## config.mk

```make
export PLATFORM = sky130hd
export DESIGN_NAME = skaf_ctrl
export DESIGN_NICKNAME = d
export VERILOG_FILES = /design/src/sv/skaf_pkg.sv /design/src/sv/skaf_ctrl.sv
export SDC_FILE = /design/constraint.sdc
export NUM_CORES = 1
export LEC_CHECK = 0
export ABC_AREA = 1
export BUFFER_PORTS_ARGS = -buffer_cell sky130_fd_sc_hd__buf_2
export CAP_MARGIN = 20
export CORE_MARGIN = 5
export CORE_UTILIZATION = 40
export DETAILED_ROUTE_END_ITERATION = 8
export PLACE_DENSITY_LB_ADDON = 0.05
export SETUP_SLACK_MARGIN = 0.5
export SYNTH_ARGS = -nofsm -noshare
export SYNTH_HDL_FRONTEND = slang
export SYNTH_SLANG_ARGS = --single-unit
```

## constraint.sdc

```tcl
create_clock -name clk -period 2.3 [get_ports clk]
set_input_delay 0.23 -clock clk [delete_from_list [all_inputs] [get_ports clk]]
set_output_delay 0.23 -clock clk [all_outputs]
set_load 0.02 [all_outputs]
```

## src/sv/skaf_pkg.sv

```systemverilog
`timescale 1ns / 1ps
package skaf_pkg;

  localparam int unsigned PeriodW = 24;
  localparam int unsigned NoiseW  = 31;
  localparam int unsigned DataW   = 32;
  localparam int unsigned GainW   = 17;
  localparam int unsigned CfgIdxW = 2;

  localparam logic [PeriodW-1:0] PeriodReset = 24'd111848;
  localparam logic [NoiseW-1:0]  QnoiseReset = 31'd131072;
  localparam logic [NoiseW-1:0]  RnoiseReset = 31'd327680000;
  localparam logic [GainW-1:0]   GainOne     = 17'd65536;

  // register indexes on the configuration port
  localparam logic [CfgIdxW-1:0] CfgPeriod = 2'd0;
  localparam logic [CfgIdxW-1:0] CfgQnoise = 2'd1;
  localparam logic [CfgIdxW-1:0] CfgRnoise = 2'd2;

  typedef enum logic [3:0] {
    ST_IDLE, ST_DELTA, ST_PP, ST_QQ, ST_RR, ST_DSET, ST_DIV, ST_SQK_INIT,
    ST_SQK, ST_GAIN, ST_CORR, ST_LO, ST_HI, ST_SQP_INIT, ST_SQP, ST_DONE
  } state_t;

  typedef enum logic [3:0] {
    OP_NONE, OP_LOAD_IN, OP_MUL_DELTA, OP_MUL_PP, OP_MUL_QQ, OP_MUL_RR,
    OP_DIV_SET, OP_DIV_STEP, OP_SQRT_K_INIT, OP_SQRT_STEP, OP_GAIN,
    OP_MUL_CORR, OP_MUL_LO, OP_MUL_HI, OP_SQRT_P_INIT, OP_COMMIT
  } dp_op_t;

  typedef struct packed {
    dp_op_t op;
  } cmd_t;

  typedef struct packed {
    logic div_skip;  // R*R/4 is zero: gain fraction settles without division
    logic out_free;  // output register can take a word this cycle
  } status_t;

endpackage

```

## src/sv/skaf_ctrl.sv

```systemverilog
`timescale 1ns / 1ps
module skaf_ctrl
  import skaf_pkg::*;
(
  input  logic    clk,
  input  logic    rst_n,
  input  logic    in_valid,
  output logic    in_stall,
  input  status_t status,
  output cmd_t    cmd
);

  state_t     state_r, state_nxt;
  logic [4:0] cnt_r, cnt_nxt;

  always_ff @(posedge clk) begin
    if (!rst_n) begin
      state_r <= ST_IDLE;
      cnt_r   <= '0;
    end else begin
      state_r <= state_nxt;
      cnt_r   <= cnt_nxt;
    end
  end

  // next state
  always_comb begin
    state_nxt = state_r;
    cnt_nxt   = '0;
    case (state_r)
      ST_IDLE:     if (in_valid) state_nxt = ST_DELTA;
      ST_DELTA:    state_nxt = ST_PP;
      ST_PP:       state_nxt = ST_QQ;
      ST_QQ:       state_nxt = ST_RR;
      ST_RR:       state_nxt = ST_DSET;
      ST_DSET:     state_nxt = status.div_skip ? ST_SQK_INIT : ST_DIV;
      ST_DIV: begin
        cnt_nxt = cnt_r + 5'd1;
        if (&cnt_r) state_nxt = ST_SQK_INIT;
      end
      ST_SQK_INIT: state_nxt = ST_SQK;
      ST_SQK: begin
        cnt_nxt = cnt_r + 5'd1;
        if (&cnt_r) state_nxt = ST_GAIN;
      end
      ST_GAIN:     state_nxt = ST_CORR;
      ST_CORR:     state_nxt = ST_LO;
      ST_LO:       state_nxt = ST_HI;
      ST_HI:       state_nxt = ST_SQP_INIT;
      ST_SQP_INIT: state_nxt = ST_SQP;
      ST_SQP: begin
        cnt_nxt = cnt_r + 5'd1;
        if (&cnt_r) state_nxt = ST_DONE;
      end
      ST_DONE:     if (status.out_free) state_nxt = ST_IDLE;
      default:     state_nxt = ST_IDLE;
    endcase
  end

  // outputs
  always_comb begin
    in_stall = 1'b1;
    cmd.op   = OP_NONE;
    case (state_r)
      ST_IDLE: begin
        in_stall = 1'b0;
        if (in_valid) cmd.op = OP_LOAD_IN;
      end
      ST_DELTA:    cmd.op = OP_MUL_DELTA;
      ST_PP:       cmd.op = OP_MUL_PP;
      ST_QQ:       cmd.op = OP_MUL_QQ;
      ST_RR:       cmd.op = OP_MUL_RR;
      ST_DSET:     cmd.op = OP_DIV_SET;
      ST_DIV:      cmd.op = OP_DIV_STEP;
      ST_SQK_INIT: cmd.op = OP_SQRT_K_INIT;
      ST_SQK:      cmd.op = OP_SQRT_STEP;
      ST_GAIN:     cmd.op = OP_GAIN;
      ST_CORR:     cmd.op = OP_MUL_CORR;
      ST_LO:       cmd.op = OP_MUL_LO;
      ST_HI:       cmd.op = OP_MUL_HI;
      ST_SQP_INIT: cmd.op = OP_SQRT_P_INIT;
      ST_SQP:      cmd.op = OP_SQRT_STEP;
      ST_DONE:     if (status.out_free) cmd.op = OP_COMMIT;
      default:     cmd.op = OP_NONE;
    endcase
  end

endmodule

```

==> flow_metrics.env <==
export IMPL_syn_area_um2=591
export IMPL_synthTopCellsByArea="dfxtp_1 31%, inv_1 8.9%, nor2_1 8.3%"
export IMPL_worstPathRequired_ns=2.07
export IMPL_yosysTopAreaCell="dfxtp_1"
export IMPL_grt_ovfl_total=0
export IMPL_firstDrtPassIters=4
export IMPL_post_route_util_pct=48.9
export IMPL_criticalPathCategory="reg -> out"
export IMPL_die_h_um=48.4
export IMPL_drive_gt1_share_pct=27.4
export IMPL_n_antenna_cell=0
export IMPL_min_path_type="in -> reg"
export IMPL_fin_ws_ns=0.692
export IMPL_tritoncts="done"
export IMPL_max_freq_mhz=622
export IMPL_ys_ff_latch=9
export IMPL_grt_max_degree=10
export IMPL_vdd_ir_drop_max_mv=0.407
export IMPL_fp_coreArea_um2=1350
export IMPL_drc=0
export IMPL_crit_slowest_cell="dfxtp_1"
export IMPL_cts_buffer_depth=2
export IMPL_vias_per_cell=4.95
export IMPL_hold_viol=0
export IMPL_post_cts_buffers=0
export IMPL_cts_max_level=1
export IMPL_cp_start_kind="register"
export IMPL_crit_fanout=4
export IMPL_cts_buffers_inserted=3
export IMPL_via_count=544
export IMPL_antenna_found_initial=0
export IMPL_yosys_warnings=0
export IMPL_crit_chain="nand2_2 > nor2_2 > nand2_1 > inv_1 > nor2_1 > nand3_1 > buf_2"
export IMPL_rsz0062_at_grt="no"
export IMPL_drv_slew=0
export IMPL_row_count=13
export IMPL_synth_cell_type_count=21
export IMPL_fin_skew_ns=0.00328
export IMPL_final_antenna_net_count=0
export IMPL_max_cap_violations=0
export IMPL_slew_headroom_pct=84.9
export IMPL_finalSetupViolations=0
export IMPL_grt_pass1_wl_um=2200
export IMPL_crit_family="flip-flops"
export IMPL_crit_buf_inv=2
export IMPL_cp_arrival_ns=1.38
export IMPL_clkSlewWorstSetupHoldPaths_ns=0.06
export IMPL_pre_cts_slack_ns=0.841
export IMPL_placed_cell_area_um2=632
export IMPL_min_path_cells=3
export IMPL_finalWirelength_um=1180
export IMPL_syn_num_nets=91
export IMPL_synth_top_area_share_pct=30.5
export IMPL_end_kind="output port"
export IMPL_drt_iter0_markers=17
export IMPL_grt_usage_pct=11.6
export IMPL_status="finished clean"
export IMPL_slowest_delay_ns=0.44
export IMPL_total_power_mw=0.486
export IMPL_final_cell_area_um2=661
export IMPL_fin_hold_ws_ns=0.239
export IMPL_cts_root_buf="clkbuf_4"
export IMPL_dp_hpwl_um=952
export IMPL_post_drt_wl_per_cell_um=10.7
export IMPL_dp_cells=106
export IMPL_floorplan_initialDensity_pct=43.7
export IMPL_final_nets=103
export IMPL_worstSetupPathDepth=7
export IMPL_postCtsHoldBufs=0
export IMPL_die_area_um2=2340
export IMPL_powerDensity_nw_per_um2=736
export IMPL_area_growth_pct=11.9
export IMPL_die_w_um=48.4
export IMPL_tns_ns=0
export IMPL_timing_final_crit_period_ns=1.61
export IMPL_post_route_period_util_pct=69.9
export IMPL_p_leak_nw=0.315
export IMPL_cts_sinks=9
export IMPL_worst_pin_slew_ns=0.225
export IMPL_ctsResizeCount=0
export IMPL_clkLatencyLatePin_ns=0.25
export IMPL_netlist_instances=84
export IMPL_worstRegToRegCells=10
export IMPL_fin_cells=110
export IMPL_syn_area_per_cell_um2=7.03
export IMPL_port_buffers=9
export IMPL_synth_seq_area_share_pct=30.5
export IMPL_first_global_vias=502
export IMPL_place_congestion=0.857
export IMPL_io_pins=10
## cells by family (layout without fill, tap and decap cells)
logic type / Yosys count / in the layout / synth area share [%]
flops: 9 / 9 / 30.5
compound gates: 11 / 11 / 11.2
fa+ha+maj: 2 / 2 / 4.24
simple gates: 43 / 43 / 38.6
xor+xnor: 1 / 1 / 1.48
buf+inv: 18 / 29 / 14.0
## per-layer routing
metal / routed length [um] / GRT usage [%] / vias up
li1: - / - / 289
met1: 607 / 16.0 / 240
met2: 479 / 15.4 / 13
met3: 80 / 3.36 / 2
met4: 10 / 6.91 / 0
met5: 0 / 0 / -
## cell usage after synthesis
library cell  count
inv_1            14
nor2_1           13
nand2_1          12
dfxtp_1           9
nand3_1           6
a31oi_1           5
nand2_2           3
nand3_2           3
o21ai_0           3
buf_6             2
ha_1              2
inv_2             2
o211ai_1          2
a21oi_1           1
nand2_4           1
nor2_2            1
nor2_4            1
nor3b_1           1
nor3b_2           1
or2_0             1
xor2_1            1
## flip-flops by register name (all words and copies together) (netlist names)
signal	cells
cnt_r	5
state_r	4
## worst min-delay path, stage by stage
cell and delay (ns):
buf_2 0.13, nand2_1 0.07, nor2_1 0.03
## cell usage in the layout, fill, tap and decap left out
cell	netlist	layout
inv_1	14	14
nor2_1	13	13
nand2_1	12	12
buf_2	0	9
dfxtp_1	9	7
nand3_1	6	6
a31oi_1	5	5
nand2_2	3	3
nand3_2	3	3
o21ai_0	3	3
clkbuf_4	0	3
inv_2	2	2
o211ai_1	2	2
ha_1	2	2
dfxtp_2	0	2
nor2_2	1	1
nor2_4	1	1
nor3b_2	1	1
nand2_4	1	1
a21oi_1	1	1
or2_0	1	1
nor3b_1	1	1
xor2_1	1	1
clkbuf_1	0	1
## where the power goes
| part | switching [mW] | total [mW] | internal (mW) |
|---|---|---|---|
| logic | 0.109 | 0.172 | 0.0631 |
| registers | 0.0271 | 0.196 | 0.169 |
| clock network | 0.0517 | 0.118 | 0.0666 |
## area by class of cell
type / count / area (um2)
Fill cell: 154 / 689
Timing Repair Buffer: 9 / 45.0
Tap cell: 15 / 18.8
Inverter: 16 / 60.1
Sequential cell: 9 / 183
Clock buffer: 4 / 26.3
Multi-Input combinational cell: 57 / 328
## path summary, 6_finish.rpt
check | from | endpoint | slack (ns)
max | state_r[0] | cmd[3] | 0.69
min | rst_n | state_r[1] | 0.24
max reg2reg | cnt_r[0] | state_r[2] | 0.97
min reg2reg | cnt_r[0] | cnt_r[0] | 0.45
(Power assumes the default switching activity.)
